--- config.mk ---
export PLATFORM = sky130hd
export DESIGN_NAME = acslru_div
export DESIGN_NICKNAME = d
export VERILOG_FILES = /design/src/rtl/acslru_div.sv
export SDC_FILE = /design/constraint.sdc
export NUM_CORES = 1
export LEC_CHECK = 0
export BUFFER_PORTS_ARGS = -buffer_cell sky130_fd_sc_hd__buf_4
export CORE_ASPECT_RATIO = 0.5
export CORE_MARGIN = 2
export CORE_UTILIZATION = 32
export DETAILED_ROUTE_END_ITERATION = 8
export PLACE_DENSITY = 0.5
export SLEW_MARGIN = 20
export SYNTH_ARGS = -nofsm -noshare
export SYNTH_HDL_FRONTEND = slang
export SYNTH_SLANG_ARGS = --single-unit
--- constraint.sdc ---
create_clock -name clk -period 2.3 [get_ports clk]
set_input_delay 0.115 -clock clk [delete_from_list [all_inputs] [get_ports clk]]
set_output_delay 0.115 -clock clk [all_outputs]
set_load 0.01 [all_outputs]
--- src/rtl/acslru_div.sv ---
// ----------------------------------------------------------------------------
// acslru_div
// Restoring divider, one quotient bit per cycle.
// ----------------------------------------------------------------------------
`default_nettype none

module acslru_div #(
    parameter int W = 7
) (
    input  wire logic         clk,
    input  wire logic         rst_n,
    input  wire logic         start,
    input  wire logic [W-1:0] dividend,
    input  wire logic [W-1:0] divisor,
    output logic      [W-1:0] quotient,
    output logic              busy
);

    localparam int CW = $clog2(W + 1);

    logic [W-1:0]  rem_reg, rem_next;
    logic [W-1:0]  quo_reg, quo_next;
    logic [CW-1:0] cnt_reg, cnt_next;
    logic          busy_reg, busy_next;
    logic [W:0]    trial;
    logic [W:0]    diff;
    logic          fits;

    // shift in next dividend bit and try subtract
    assign trial = {rem_reg, quo_reg[W-1]};
    assign diff  = trial - {1'b0, divisor};
    assign fits  = (trial >= {1'b0, divisor});

    always_comb
    begin
        rem_next  = rem_reg;
        quo_next  = quo_reg;
        cnt_next  = cnt_reg;
        busy_next = busy_reg;
        if (start)
        begin
            rem_next  = '0;
            quo_next  = dividend;
            cnt_next  = CW'(W);
            busy_next = 1'b1;
        end
        else if (busy_reg)
        begin
            rem_next = fits ? diff[W-1:0] : trial[W-1:0];
            quo_next = {quo_reg[W-2:0], fits};
            cnt_next = cnt_reg - CW'(1);
            if (cnt_reg == CW'(1))
            begin
                busy_next = 1'b0;
            end
        end
    end

    always_ff @(posedge clk or negedge rst_n)
    begin
        if (!rst_n)
        begin
            busy_reg <= 1'b0;
            cnt_reg  <= '0;
        end
        else
        begin
            busy_reg <= busy_next;
            cnt_reg  <= cnt_next;
        end
    end

    always_ff @(posedge clk)
    begin
        rem_reg <= rem_next;
        quo_reg <= quo_next;
    end

    assign quotient = quo_reg;
    assign busy     = busy_reg;

endmodule

`default_nettype wire

==> results.ini <==
[outcome]
status=finished clean

[global_routing]
first_global_vias=1005
globalRoute.totalOverflow=0
grt_antenna_before_repair=0
grt_usage=0.127
grt_pass1_wl_um=4680
grt_max_degree=27

[power_and_ir_drop]
seqPwrFrac=0.340
p_leak_uw=0.000714
sw_frac_of_total=0.374
p_clk_frac=0.164
cellPowerDensity_nw_per_um2=862
peakVddDrop_mv=0.259
p_comb_frac=0.496
p_switching_uw=519
intPower_uw=868

[timing]
timing.slew.headroom=0.596
max_freq_mhz=466
rsz0062_at_grt=no
report.final.slew_viol_count=0
hold_viol=0
post-route-min-period_ns=2.15
fin_skew_ns=0.000933
setup_violations=0
period_share=0.933
setup_tns_ns=0
worstMarginPinSlew_ns=0.606

[worst_setup_path]
r2r-start=quotient[6]$_DFFE_PP_
critPathMaxFanout=6
cp-startpoint=quotient[6]$_DFFE_PP_
r2r_setup_slack_ns=0.15
required_ns=2.47
critical_path_class=reg -> reg
startpoint_type=flop
crit_arrival_ns=2.32
cp-end-kind=flop

[clocking]
clock_sinks=18
cts_resized=0
clk_pin_slew_ns=0.07
cts_buffers=3
tritoncts=yes
clk_path_buf_depth=2
root_buffer=clkbuf_8
htreeDepth=1
worstSkewPairLatency_ns=0.25

[drt]
drtIter0Drc=58
post_drt_wl_per_cell_um=12.9
ant_nets=0
drt_wl_total_um=2790
via_per_inst=4.98
via_count=1080
drt_pass1_iterations=4
drc=0

[yosys]
synth_area_leaders=edfxtp_1 16%, dfxtp_1 10%, ha_1 8.4%
synthDistinctLibCells=46
avgSynthCellArea_sq_um=9.62
synth_fp_nets=167
ys_seq_area_frac=0.335
async_flop_share=0.222
synthCells=140
synth_edf_count=7
yosysTopAreaCell=edfxtp_1
synth_seq_cells=18
synth-warning-count=0
synth-main-ff-cell=edfxtp_1
netlist_area_sq_um=1350
synth_top_area_frac=0.156

[floorplan]
initial_utilization=0.340
dieArea_sq_um=4770
die_w_um=95.7
core_sq_um=3960
rows=16
die_h_um=49.9
io_pins=25

[worst_hold_path]
hp-class=in -> reg
hp-start=dividend[2]

[final_layout]
utilization=0.406
layout.nets=191
area_delta_synth_final_pct=19.6
final_area_sq_um=1610
antenna_cells=0
drive_gt1_frac=0.282

[place]
dpl_cell_area_sq_um=1560
portBuffers=24
hpwl_um=2090
gp_congestion=0.754

[flow_run]
drv_cap=0

==> synthesized netlist by cell type, drive strengths merged (2+ instances only) <==
library cell  number
nor2               7
o21ai              6
ha                 9
o21a               2
nor3               2
or2                4
inv               14
dfxtp              7
mux2               6
and3               2
a21o               2
a31oi              2
edfxtp             7
o21bai             3
a311oi             2
a211oi             3
nor2b              4
clkbuf             4
nand2b             5
o31ai              2
a21oi              2
dfrtp              4
xnor2              3
a41oi              4
buf                5
nor3b              6
nand4              2
nand2              7
==> metal layers <==
layer / track usage / share of wire / up-vias / wire [um]
li1: - / - / 546 / -
met1: 0.184 / 0.54 / 507 / 1500
met2: 0.188 / 0.40 / 22 / 1110
met3: 0.0275 / 0.049 / 5 / 138
met4: 0.0429 / 0.014 / 0 / 38
met5: 0 / 0 / - / 0
==> final cells by class <==
class,count,area [sq um]
clock inverters,1,3.75
fillers,396,2350
inverters,14,52.6
flip-flops and latches,18,450
repair buffers,28,213
multi-input cells,99,782
well taps,54,67.6
clock buffers,3,41.3
==> logic make-up (layout without fill, tap and decap cells) <==
| logic type | count (synthesis) | in the layout | share of synthesized area |
|---|---|---|---|
| AOI/OAI and AO/OA | 36 | 36 | 0.221 |
| xor gates and xnor gates | 3 | 3 | 0.0195 |
| adders and majority gates | 10 | 10 | 0.0985 |
| buffers and inverters | 23 | 46 | 0.0846 |
| DFF | 18 | 18 | 0.335 |
| muxes | 7 | 7 | 0.0576 |
| and+or+nand+nor | 43 | 43 | 0.184 |
==> path summary, 6_finish.rpt <==
check	endpoint	cells past startpoint
setup / recovery	rem_reg[2]$_SDFFE_PP0P_	7
hold / removal	quotient[2]$_DFFE_PP_	2
setup reg to reg	rem_reg[2]$_SDFFE_PP0P_	7
hold reg to reg	cnt_reg[1]$_DFFE_PN0P_	2
max in group asynchronous	cnt_reg[2]$_DFFE_PN0P_	2
min in group asynchronous	cnt_reg[1]$_DFFE_PN0P_	2
==> placed cells by master (no fill, tap or decap), types with 2 or more instances in the layout <==
master	netlist	routed
nand4_1	2	2
o21bai_1	3	3
clkbuf_8	0	3
a311oi_2	2	2
dfrtp_1	4	4
mux2_2	6	6
o21a_1	2	2
and3_1	2	2
nand2_1	7	7
a211oi_1	2	2
edfxtp_1	7	7
inv_1	14	14
a21o_1	2	2
or2_2	3	3
o21ai_0	6	6
buf_4	1	27
nor3_1	2	2
nor3b_1	6	6
xnor2_1	3	3
a21oi_1	2	2
a31oi_1	2	2
nand2b_1	5	5
ha_1	9	9
nor2_1	7	7
o31ai_1	2	2
nor2b_1	4	4
dfxtp_1	7	7
a41oi_1	4	4
==> critical path, cell delays in order, from the launching register on <==
cell,delay (ns)
edfxtp_1,0.37
inv_1,0.08
ha_1,0.21
fa_1,0.39
nand2b_1,0.17
a211o_1,0.30
and3_1,0.27
a311oi_2,0.27
==> metrics by stage <==
step           std cells  setup WS [ns]  power [uW]  hold slack (ns)
6_report             217          0.155        1390            0.161
3_3_place_gp         212          0.228        1170          -0.0846
3_5_place_dp         212          0.151        1170          -0.0833
5_1_grt              217         0.0101        1500            0.160
2_1_floorplan        140          0.108        1000           -0.181
4_1_cts              217          0.145        1400            0.154
==> power by group through the flow <==
stage | logic [uW] | registers [uW] | clock network, uW
3_5_place_dp | 688 | 477 | 0
6_report | 689 | 472 | 227
4_1_cts | 691 | 471 | 234
2_1_floorplan | 538 | 466 | 0
3_3_place_gp | 692 | 476 | 0
5_1_grt | 774 | 481 | 248
==> timing repair <==
action,CTS,global route
hold buffers,1,0
setup endpoints to repair,0,0
endpoints found under the hold margin,4,0
buffers inserted,0,0
Power figures use the tool's default switching activity.
