## src/rtl/acslru_ram.sv

```systemverilog
// ----------------------------------------------------------------------------
// acslru_ram
// Generic single-write, single-read RAM with registered read data.
// ----------------------------------------------------------------------------
`default_nettype none

module acslru_ram #(
    parameter int WIDTH = 8,
    parameter int DEPTH = 64
) (
    input  wire logic                     clk,
    input  wire logic                     we,
    input  wire logic [$clog2(DEPTH)-1:0] waddr,
    input  wire logic [WIDTH-1:0]         wdata,
    input  wire logic                     re,
    input  wire logic [$clog2(DEPTH)-1:0] raddr,
    output logic      [WIDTH-1:0]         rdata
);

    logic [WIDTH-1:0] mem [DEPTH];

    // write port
    always_ff @(posedge clk)
    begin
        if (we)
        begin
            mem[waddr] <= wdata;
        end
    end

    // registered read, holds when idle
    always_ff @(posedge clk)
    begin
        if (re)
        begin
            rdata <= mem[raddr];
        end
    end

endmodule

`default_nettype wire

```

## config.mk

```make
export PLATFORM = sky130hd
export DESIGN_NAME = acslru_ram
export DESIGN_NICKNAME = d
export VERILOG_FILES = /design/src/rtl/acslru_ram.sv
export SDC_FILE = /design/constraint.sdc
export NUM_CORES = 1
export LEC_CHECK = 0
export BUFFER_PORTS_ARGS = -buffer_cell sky130_fd_sc_hd__buf_2
export CORE_MARGIN = 3
export CORE_UTILIZATION = 40
export CTS_CLUSTER_DIAMETER = 150
export CTS_CLUSTER_SIZE = 12
export DETAILED_ROUTE_END_ITERATION = 8
export GPL_ROUTABILITY_DRIVEN = 0
export PLACE_DENSITY = 0.63
export SYNTH_ARGS = -nofsm -noshare
export SYNTH_HDL_FRONTEND = slang
export SYNTH_SLANG_ARGS = --single-unit
export TNS_END_PERCENT = 1
```

## constraint.sdc

```tcl
create_clock -name clk -period 6.4 [get_ports clk]
set_input_delay 0.64 -clock clk [delete_from_list [all_inputs] [get_ports clk]]
set_output_delay 0.64 -clock clk [all_outputs]
set_load 0.02 [all_outputs]
```

==> flow_results.org, run 1 <==
** Outcome
- The flow ran to the end, and the final reports show no timing, DRC or antenna violations.

** Drt
- In this run the remaining antenna-violating nets after routing total 0.
- Total wirelength of the detailed-routed design :: about 44000 um
- First-pass iteration count of the detailed router :: 9
- DRC Markers :: 0
- Count of routing violations after the opening detailed-route iteration :: approximately 1100
- In the routed layout, each cell is associated on average with a via count of 5.76.
- Via total after detailed routing :: 9490
- After detailed routing, the average wire length per cell comes to approximately 27 um.

** Timing
- Max_slew headroom :: 17.3%
- Number of max-slew violations in the final report :: 0
- Unrepaired setup endpoints after global routing :: false
- The count of endpoints failing hold in the final timing report came to 0.
- Final critical-path setup slack :: around 3.4 ns
- The final critical path takes up 47.4% of the cycle.
- Adding up every negative setup slack in the final design gives 0 ns.
- Count of endpoints failing setup in the final report :: 0
- Worst slew pin tran :: around 1.2 ns
- Fin Clk Skew :: 0.0214 ns
- The clock period could shrink to 3.03 ns.
- Maximum frequency from static timing analysis :: 330 MHz

** Synth
- The synthesized netlist devotes 0% of its cell area to XOR and XNOR gates.
- Yosys printed 0 warnings.
- By area, the combinational part of the netlist is dominated by multiplexers.
- After synthesis, the share of flip-flops with an asynchronous set or reset is 0%.
- Summed over all instances, the cell type with the most area after synthesis is edfxtp_1.
- After synthesis the cells add up to 20200 um2.
- The most common cell in the synthesized netlist is edfxtp_1.
- Number of enable-type register cells in the synthesized netlist :: 520
- Synthesis-stage register bit count :: 520
- The synthesized netlist devotes slightly above 2% of its cell area to compound gates.
- Leading post-synthesis cells by cell area :: edfxtp_1 77%, mux4_2 14%, nor2_1 1.5%
- Multiplexer fraction of the synthesized cell area :: 15.9%
- Share of synthesized cell area in full adder, half adder and majority cells :: 0%
- Number of nets produced by synthesis :: 963
- Summing the sequential cell areas from Yosys gives 77.1% of the chip area.
- Synthesis instantiated 39 different standard cells from the library.
- By count the netlist is led by 520 x edfxtp_1, 126 x mux4_2, 83 x nor2_1.
- Dividing the synthesized area by the synthesized cell count gives approximately 22 um2.
- Share of synthesized cell area in and, or, nand and nor gates :: 3.37%
- Summed over its instances, the top area cell type makes up 77.1% of the synthesized netlist area.
- Among all flip-flop cells after synthesis, the most frequent one is edfxtp_1.
- Mapped Cells :: 940

** Die
- 31 I/O pins were placed.
- Die area :: roughly 53000 um2
- Height of the die :: around 230 um
- Once the floorplan was initialized, standard cells occupied roughly 41% of the core.
- Measured along the x axis, the die boundary spans 231 um.
- In this run the standard cell core region covers between 40000 and 50000 um2.
- In this run the core area contains 81 standard-cell rows.

** Pwr
- Cell-internal power :: between 5 and 6 mW
- In this run switching power makes up 20.5% of total power.
- Total power :: approximately 6.7 mW
- Lkg Pwr :: 6.78 nW
- Power share of the clock group :: a little under two fifths
- Power share of the combinational group :: between 5 and 6%
- For this design the ratio of total power to cell area is about 300 nW/um2.
- For this design the total switching power over the nets is between 1 and 1.5 mW.
- The worst-case IR drop observed on VDD is approximately 0.17 mV.
- The share of total power dissipated in sequential elements is a little under three fifths.

** Worst setup path
- Library cell contributing the largest single delay on the critical path :: buf_4
- Tracing the worst setup path back leads to its startpoint at raddr[0].
- Among the stages of the critical path, the cell type that occurs most often is mux4_2.
- By startpoint and endpoint, the worst setup path is classified as in -> reg.
- Largest fanout on the critical path :: 53
- Data on the critical path is required at its endpoint by roughly 6.7 ns.
- Critical path launch point type :: input port
- The worst register-to-register path begins at mem[3][3].
- Critical Path, Cell by Cell :: clkbuf_8 -> buf_4 -> mux4_2 -> mux4_2 -> nor2_1 -> nor3_1 -> o2bb2ai_1
- The largest single stage delay on the critical path is 0.61 ns.
- The worst setup path is captured at a flip-flop.
- For the worst setup path, the data arrival time is 3.34 ns.

** Global route
- Global routing finished with a remaining overflow of 0.
- The number of global-route vias before repair was approximately 10000.
- Entering global routing, the biggest net connects 65 pins.
- The number of antenna violations at the first check in global routing is 4.
- The first global-routing pass estimated about 66000 um of wire.
- For this run, the total global-route usage over all layers was measured as between 10% and 20%.

** Clock tree
- TritonCTS clock tree :: done
- Clock latency on the worst-skew pair :: about 0.57 ns
- Number of cells upsized or downsized after cts :: 0
- H-Tree Depth :: 2
- CTS placed an instance of clkbuf_16 at the clock tree root.
- Clock slew seen by the registers of the worst setup and hold paths :: 0.06 ns
- The clock drives 520 sinks.
- Number of CTS-inserted buffers :: 49
- Number of buffers inserted by hold repair at cts :: 0
- Once the clock tree was built, the setup fixing pass inserted 0 buffers.
- Counting along the longest clock path gives a buffer depth of 3.

** Placed design
- Worst-case setup slack after placement :: approximately 2.7 ns
- The count of buffers added on input and output ports is 30.
- Detailed placement ended at an HPWL of about 26000 um.
- Cell area after placement :: 21000 um2

** Job
- The tool flagged a number of max-cap violations equal to 0.

** Finish
- At the end of the flow the core is filled with cells to about 45%.
- Area added between synthesis and finish :: 10.2%
- With fillers left out, the area of the finished cells amounts to between 20000 and 25000 um2.
- Share of cells above drive strength 1 :: 23.9%
- The net count of the finished layout is 1004.

** Hold path
- Worst min path class :: in -> reg
- Min-delay src :: re
layer usage:
layer	global-route usage (%)	wire, um
met5	0	38
met4	5.87	1550
met2	25.7	20600
met3	4.05	3780
met1	23.8	18300
cells in the final DEF, fill, tap and decap left out, types with 3 or more instances in the layout:
cell	netlist	routed
nor2_1	83	83
mux2_2	13	13
a211oi_1	4	4
mux2i_1	23	23
o2bb2ai_1	3	3
nor3_1	7	7
o22ai_1	8	8
edfxtp_1	520	520
nand3b_1	3	3
a221oi_1	6	6
nand2_1	19	19
mux4_2	126	126
a21oi_1	3	3
nand2b_1	7	7
buf_2	11	27
buf_4	13	12
nand3_1	13	13
a22oi_1	3	3
clkbuf_16	0	51
o2111ai_1	3	3
nor2b_1	14	14
o221ai_1	8	8
worst paths after layout:
check | end | slack (ns) | cells after the start
max | rdata[1] | 3.37 | 7
min | rdata[6] | 0.44 | 1
min reg2reg | rdata[0] | 0.93 | 4
max reg2reg | rdata[3] | 4.08 | 4
power groups by stage:
stage               Combinational, mW  Sequential (mW)  Clock [mW]
finish                          0.337             3.79        2.54
global route                    0.363             3.79        2.71
CTS                             0.343             3.79        2.58
detailed placement              0.342             3.86           0
global placement                0.337             3.86           0
floorplan                       0.201             3.86           0
stage by stage:
step | std cells | hold slack, ns
floorplan | 940 | 0.739
global placement | 1594 | 0.894
detailed placement | 1594 | 0.907
CTS | 1647 | 0.415
global route | 1647 | 0.436
finish | 1648 | 0.436
logic make-up after synthesis:
kind of cell / count (synthesis)
and+or+nand+nor: 153
muxes: 162
buffers and inverters: 51
DFF: 520
AOI/OAI and AO/OA: 54
flip-flops by register name, indices dropped and copies added (netlist names):
register / flops
rdata: 8
mem: 512
layout make-up:
cell class                 instances  area, um2
sequential                       520      15600
clock inverter                     2       17.5
clock buffer                      51       1280
fill                            4154      27100
timing repair buffer              41        259
tap                              664        831
antenna                            1       2.50
multi-input combinational        369       4320
critical path: cells and delay by family:
| family | cells | cell delay (ns) |
|---|---|---|
| and+or+nand+nor | 2 | 0.23 |
| buffers and inverters | 2 | 1.13 |
| AOI/OAI and AO/OA | 1 | 0.15 |
| muxes | 2 | 1.09 |
Power figures use the tool's default switching activity.
==> inputs of run 2 (changes only) <==
==> constraint.sdc (replaced) <==
create_clock -name clk -period 2.95 [get_ports clk]
set_input_delay 0.295 -clock clk [delete_from_list [all_inputs] [get_ports clk]]
set_output_delay 0.295 -clock clk [all_outputs]
set_load 0.02 [all_outputs]
==> run 2 against run 1 <==
Final cell count grew 5.6%. Cell area grew 3.4%. Combinational power grew 130%. Total power grew 120%. Critical endpoint is now rdata[6]. Largest power group unchanged.
==> flow_results.org, run 2 (synthesized netlist as in run 1, its figures left out) <==
** Drt
- The count of TritonRoute iterations in the first routing pass came to 5 (was 9).
- The total length of routed wires was 44900 um (was 44300 um).
- Via density per instance :: 5.63 (was 5.76)
- Count of routing violations after the opening detailed-route iteration :: 876 (was 1077)
- The total DRC errors in the routed layout came to 0 (unchanged).
- The via count was 9788 (was 9490).
- The detail-routed net length per standard cell was 25.8 um (was 26.9 um).
- Final antenna-violating net count :: 0 (unchanged)

** Worst setup path
- Worst R2R Path Depth :: 5 (was 4)
- The longest individual stage delay on the worst path came to 0.46 ns (was 0.61 ns).
- The internal reg-to-reg setup slack was 0.71 ns (was 4.08 ns).
- The element type at the critical path start is a flip-flop (was input port).
- Data arrival time at the worst-slack endpoint :: 2.57 ns (was 3.34 ns)
- Critical Path, Cell by Cell :: mux4_2 -> mux2_2 -> o221a_2 -> nor3_1 -> o32ai_1 (was clkbuf_8 -> buf_4 -> mux4_2 -> mux4_2 -> nor2_1 -> nor3_1 -> o2bb2ai_1)
- Nature of the critical path endpoint :: flip-flop (unchanged)
- Largest fanout on the critical path :: 1 (was 53)
- Reg-to-Reg End :: rdata[6] (was rdata[3])
- The worst reg2reg path startpoint is mem[16][6] (was mem[3][3]).
- Required time reported for the critical path endpoint :: 3.27 ns (was 6.71 ns)
- The launching instance or port of the critical path was mem[16][6] (was raddr[0]).
- Library cell contributing the largest single delay on the critical path :: mux4_2 (was buf_4)
- The critical path start-end classification was reg -> reg (was in -> reg).

** Timing
- The worst hold slack is 0.0915 ns (was 0.436 ns).
- Max_slew headroom :: 39.2% (was 17.3%)
- Unrepaired setup endpoints after global routing: false (unchanged).
- The total setup violations reported at the end of the flow was 0 (unchanged).
- Derived from the worst setup path, the maximum achievable clock frequency is ~450 MHz.
- Worst slew pin tran :: 0.913 ns (was 1.24 ns)
- The final setup skew was 0.0184 ns (was 0.0214 ns).
- Fraction of the cycle the final worst path needs :: 76.1%
- Number of max-slew violations in the final report :: 0 (unchanged)
- Final critical path time including I/O delays and setup :: around 2.2 ns
- Total Negative Setup Slacks :: 0 ns (unchanged)
- Hold violation total from the final report :: 0 (unchanged)

** Clock tree
- TritonCTS clock tree :: done (unchanged)
- Number of buffers inserted by hold repair at cts :: 0 (unchanged)
- Clock root cell :: clkbuf_16 (unchanged)
- Largest buffer count on any clock path :: 3 (unchanged)
- Number of CTS-inserted buffers :: 49 (unchanged)
- The post-cts resize count is 0 (unchanged).
- Clock latency on the worst-skew pair :: 0.58 ns (was 0.57 ns)
- The deepest level of the CTS H-tree came to 2 (unchanged).
- The clock input transition at the sequential cells of the worst setup and hold paths is 0.07 ns (was 0.06 ns).
- Number of buffers added for setup after CTS :: 0 (unchanged)
- The clock net sink count is 520 (unchanged).

** Global route
- The number of antenna violations at the first check in global routing was 0 (was 4).
- The first-pass GRT wire length came to 67300 um (was 66100 um).
- The all-layer global routing usage was 17.2% (was 16.8%).
- Largest net degree at the start of global routing :: 65 (unchanged)
- Global route hottest layer :: met2 (unchanged)
- Via count of the first global-routing pass :: 10100 (was 9751)
- GR Layer Usage met3 :: 2.49% (was 4.05%)
- Total global routing overflow :: 0 (unchanged)
- The global-route met1 utilization came to 24.4% (was 23.8%).
- GR met2 Demand/Resource :: 27.3% (was 25.7%)

** Finish
- Top library cells by usage in the layout, fill and taps aside: 520 x edfxtp_1, 126 x mux4_2, 100 x buf_4 (was 520 x edfxtp_1, 126 x mux4_2, 83 x nor2_1).
- The number of standard cells in the final layout excluding fillers was 1740 (was 1648).
- Share of cells above drive strength 1 :: 30.5% (was 23.9%)
- The area added between synthesis and finish came to 14.0% (was 10.2%).
- Filler Cell Count :: 4135 (was 4154)
- Registers with the most flip-flops :: mem: 512 flops, rdata: 8 flops (unchanged)
- The post-layout net count came to 1097 (was 1004).
- The flip-flop count of the largest register after layout came to 512 (unchanged).
- Post-route cell area :: 23100 um2 (was 22300 um2)
- Most common cell after layout, fill and taps aside :: edfxtp_1 (unchanged)
- The area taken by multi-input logic gates is 4320 um2 (unchanged).
- The most flop-heavy register is mem (unchanged).
- The number of antenna diodes was 0 (was 1).
- The register area came to 15600 um2 (unchanged).

** Die
- Starting utilization of the core area :: 40.9% (unchanged)
- The floorplan die height was 231 um (unchanged).
- IO Pins :: 31 (unchanged)
- # rows :: 81 (unchanged)
- The area of the die came to 53400 um2 (unchanged).
- The floorplan core area was 49500 um2 (unchanged).
- Die boundary width :: 231 um (unchanged)

** Hold path
- The endpoint with the worst hold slack was rdata[6] (unchanged).
- Worst min path class :: in -> reg (unchanged)
- Min-delay src :: re (unchanged)
- The instance count along the most critical hold path is 1 (unchanged).

** Pwr
- The leakage power total came to 7.29 nW (was 6.78 nW).
- Total power :: 14.5 mW (was 6.67 mW)
- The power per cell area came to 628 nW/um2 (was 299 nW/um2).
- The maximum VDD drop came to 0.439 mV (was 0.170 mV).

** Outcome
- Result of the run: completed (unchanged).

** Placed design
- Number of buffer cells added on primary ports :: 30 (unchanged)
- The cell area reported after detailed placement came to 21800 um2 (was 21000 um2).
- Detailed placer's ending HPWL :: 29000 um (was 25900 um)
- Post-placement cell count :: 1687 (was 1594)

** Job
- Count of maximum capacitance violations :: 0 (unchanged)
==> run 2: cell type report <==
| cell class | count | area share [%] |
|---|---|---|
| Sequential cell | 520 | 67.7 |
| Multi-Input combinational cell | 369 | 18.7 |
| Clock buffer | 51 | 5.53 |
| Timing Repair Buffer | 134 | 4.42 |
| Tap cell | 664 | 3.60 |
| Clock inverter | 2 | 0.0759 |
==> run 2: routing by layer <==
layer  wire length (um)  up-vias
li1                   -     4170
met2              21800      338
met5                  0        -
met3               2850       82
met4               1440        0
met1              18800     5198
==> run 2: critical path, delay by kind of cell, from the launching register on <==
| family | cells | cell delay (ns) |
|---|---|---|
| compound gates | 2 | 0.44 |
| mux | 2 | 0.74 |
| flops | 1 | 0.39 |
| simple gates | 1 | 0.43 |
==> run 2: worst max path at each step <==
stage                     slack (ns)       end  cells after the start
after detailed placement        0.35  rdata[6]                      6
after global placement          0.38  rdata[4]                      6
after global routing            0.66  rdata[6]                      5
after CTS                       0.67  rdata[6]                      5
final                           0.71  rdata[6]                      5
after floorplan                 0.85  rdata[3]                      7
==> run 2: per-stage QoR <==
stage | utilization (%) | setup WS, ns
detailed placement | 44.0 | 0.352
finish | 46.7 | 0.705
global placement | 44.0 | 0.381
global route | 46.7 | 0.662
CTS | 46.7 | 0.667
floorplan | - | 0.849
==> run 2: report_power, final <==
part	switching [mW]	internal, mW	leakage, nW
Clock	2.46	3.03	0.638
Sequential	0.0219	8.19	4.69
Combinational	0.474	0.306	1.97
Total	2.96	11.5	7.29
==> inputs of run 3 (changes only) <==
==> constraint.sdc (replaced) <==
create_clock -name clk -period 2.1 [get_ports clk]
set_input_delay 0.21 -clock clk [delete_from_list [all_inputs] [get_ports clk]]
set_output_delay 0.21 -clock clk [all_outputs]
set_load 0.02 [all_outputs]
==> run 3 against run 2 <==
Setup slack worse by 0.66 ns. Non-clock buffer count grew 55. Hold slack improved by 0.040 ns. Die area unchanged. Register-to-register slack lost 0.66 ns. Count of clock-buffer cells in the layout did not move. Total power rose by 41%. Global-route usage rose by 0.60 points. Via count grew 2.4%. Critical path depth shrank 1. Flip-flop and latch count did not move. Largest power group unchanged.
==> flow_results.org, run 3 (synthesized netlist as in run 1, its figures left out) <==
** Die
- Area of the placeable core :: 49500 um2 (unchanged)
- The number of standard-cell rows in the floorplan was 81 (unchanged).
- The floorplan die height was 231 um (unchanged).
- Starting utilization of the core area :: 40.9% (unchanged)
- The number of primary I/O pins came to 31 (unchanged).
- Die area :: 53400 um2 (unchanged)
- The width of the die is 231 um (unchanged).

** Finish
- Register area :: 15600 um2 (unchanged)
- The post-layout net count is 1152 (was 1097).
- Top library cells by usage in the layout, fill and taps aside: 520 x edfxtp_1, 142 x buf_4, 126 x mux4_2 (was 520 x edfxtp_1, 126 x mux4_2, 100 x buf_4).
- Post-route cell area :: 23700 um2 (was 23100 um2)
- The filler cell count in the final layout came to 4084 (was 4135).
- Share of cells above drive strength 1 :: 34.0% (was 30.5%)
- The final core utilization is 47.9% (was 46.7%).
- Number of flip-flops in the largest register :: 512 (unchanged)
- Area added between synthesis and finish :: 16.9% (was 14.0%)
- The most flop-heavy register is mem (unchanged).
- Registers with the most flip-flops: mem: 512 flops, rdata: 8 flops (unchanged).
- Most common cell after layout, fill and taps aside :: edfxtp_1 (unchanged)
- The area taken by multi-input logic gates was 4340 um2 (was 4320 um2).

** Clock tree
- The clock net sink count was 520 (unchanged).
- TritonCTS clock tree :: done (unchanged)
- Number of buffers added for setup after CTS :: 0 (unchanged)
- Clock root cell :: clkbuf_16 (unchanged)
- Clock latency on the worst-skew pair :: 0.58 ns (about the same)
- The TritonCTS buffer count is 49 (unchanged).
- The buffer levels on the longest clock path came to 3 (unchanged).
- H-Tree Depth :: 2 (unchanged)
- Clock slew seen by the registers of the worst setup and hold paths :: 0.06 ns (was 0.07 ns)

** Timing
- Hold violation total from the final report :: 0 (unchanged)
- Unrepaired setup endpoints after global routing :: true (was false)
- Fin Clk Skew :: 0.0178 ns (was 0.0184 ns)
- The worst hold slack was 0.131 ns (was 0.0915 ns).
- The number of max-slew violations in the final report was 0 (unchanged).
- The minimum setup slack in the final design was 0.0466 ns (was 0.705 ns).
- Maximum frequency from static timing analysis :: 487 MHz (was 445 MHz)
- Worst slew pin tran :: 0.713 ns (was 0.913 ns)
- Max_slew headroom :: 52.4% (was 39.2%)
- Fraction of the cycle the final worst path needs :: 97.8% (was 76.1%)
- The total setup violations reported at the end of the flow is 0 (unchanged).
- The shortest clock period the worst path allows after layout is 2.05 ns (was 2.24 ns).

** Global route
- Largest net degree at the start of global routing :: 65 (unchanged)
- The first-pass GRT wire length was 69600 um (was 67300 um).
- The number of antenna violations at the first check in global routing came to 3 (was 0).
- Total global routing overflow :: 0 (unchanged)
- The number of global-route vias before repair is 10500 (was 10100).
- Global routing usage summed across all routing layers :: 17.8% (was 17.2%)

** Worst setup path
- Largest fanout on the critical path :: 1 (unchanged)
- Crit Path Class :: reg -> reg (unchanged)
- The worst endpoint required time was 2.41 ns (was 3.27 ns).
- The element type at the critical path start was a flip-flop (unchanged).
- The signal arrival time at the worst endpoint was 2.37 ns (was 2.57 ns).
- Worst R2R Path Depth :: 4 (was 5)
- The kind of end point of the critical path is a flip-flop (unchanged).

** Drt
- The number of nets with antenna violations after routing came to 0 (unchanged).
- The via count is 10000 (was 9788).
- Via density per instance :: 5.58 (was 5.63)
- Total wirelength of the detailed-routed design :: 46100 um (was 44900 um)
- The initial detailed-routing violation count came to 1181 (was 876).
- DRC Markers :: 0 (unchanged)
- The count of TritonRoute iterations in the first routing pass is 5 (unchanged).
- Metal3 WL :: 3440 um (was 2850 um)
- Average routed wire per standard cell :: 25.6 um (was 25.8 um)
- The highest routing layer actually used is met5 (was met4).
- Met1 wire length :: 19300 um (was 18800 um)
- The met2 wire length came to 22300 um (was 21800 um).

** Placed design
- Cell area after placement :: 22300 um2 (was 21800 um2)
- The worst slack at placement is -0.387 ns (was 0.352 ns).
- Detailed placer's ending HPWL :: 30300 um (was 29000 um)
- Number of buffer cells added on primary ports :: 30 (unchanged)

** Hold path
- The class of the tightest hold or removal check was in -> reg (unchanged).
- The instance count along the most critical hold path was 1 (unchanged).

** Outcome
- Result of the run :: completed (unchanged)

** Pwr
- The power per cell area was 865 nW/um2 (was 628 nW/um2).
- Lkg Pwr :: 7.62 nW (was 7.29 nW)
- Largest vdd supply drop :: 0.558 mV (was 0.439 mV)

** Job
- Count of maximum capacitance violations :: 0 (unchanged)
## run 3: cell types whose count changed in the layout (fill, tap and decap cells not counted), sizes merged
cell,delta
dlygate4sd3,+1
buf,+54
diode,+1
## run 3: worst paths after layout
check / slack, ns / from / end
worst max-delay path: 0.05 / mem[47][0] / rdata[0]
worst min-delay path: 0.13 / wdata[7] / mem[54][7]
worst max register to register: 0.05 / mem[47][0] / rdata[0]
worst min register to register: 0.91 / mem[31][6] / rdata[6]
## run 3: metrics by stage
| step | std cells | power (mW) | TNS (ns) |
|---|---|---|---|
| 2_1_floorplan | 940 | 12.4 | 0 |
| 3_3_place_gp | 1741 | 13.0 | -2.46 |
| 3_5_place_dp | 1741 | 13.0 | -2.51 |
| 4_1_cts | 1795 | 20.7 | 0 |
| 5_1_grt | 1795 | 21.1 | -0.00406 |
| 6_report | 1796 | 20.5 | 0 |
## run 3: metal layers
| layer | vias to the layer above | GRT usage, % |
|---|---|---|
| met5 | - | 0 |
| met3 | 70 | 4.02 |
| met4 | 4 | 4.65 |
| met2 | 366 | 28.4 |
| met1 | 5303 | 25.1 |
| li1 | 4279 | - |
## run 3: final cells by class
type	count	area share [%]
antenna	1	0.0106
tap	664	3.51
timing repair buffer	189	6.70
clock inverter	2	0.0740
sequential	520	66.0
multi-input combinational	369	18.3
clock buffer	51	5.39
## run 3: repair_timing
action | 4_1_cts | 5_1_grt
hold endpoints to repair | 8 | 0
gates resized for setup | 1 | 4
gates cloned | 0 | 0
endpoints found under the setup margin | 1 | 4
hold buffers | 1 | 0
## run 3: power breakdown
| group | total, mW | switching (mW) | internal, mW |
|---|---|---|---|
| Clock | 7.70 | 3.45 | 4.26 |
| Combinational | 1.22 | 0.701 | 0.516 |
| Sequential | 11.5 | 0.0337 | 11.5 |
| Total | 20.5 | 4.18 | 16.3 |
## run 3: critical path: stages, from the launching register on
cell and delay [ns]:
edfxtp_1 0.37, mux4_2 0.48, mux2_2 0.31, a221oi_1 0.47
o2bb2ai_1 0.15
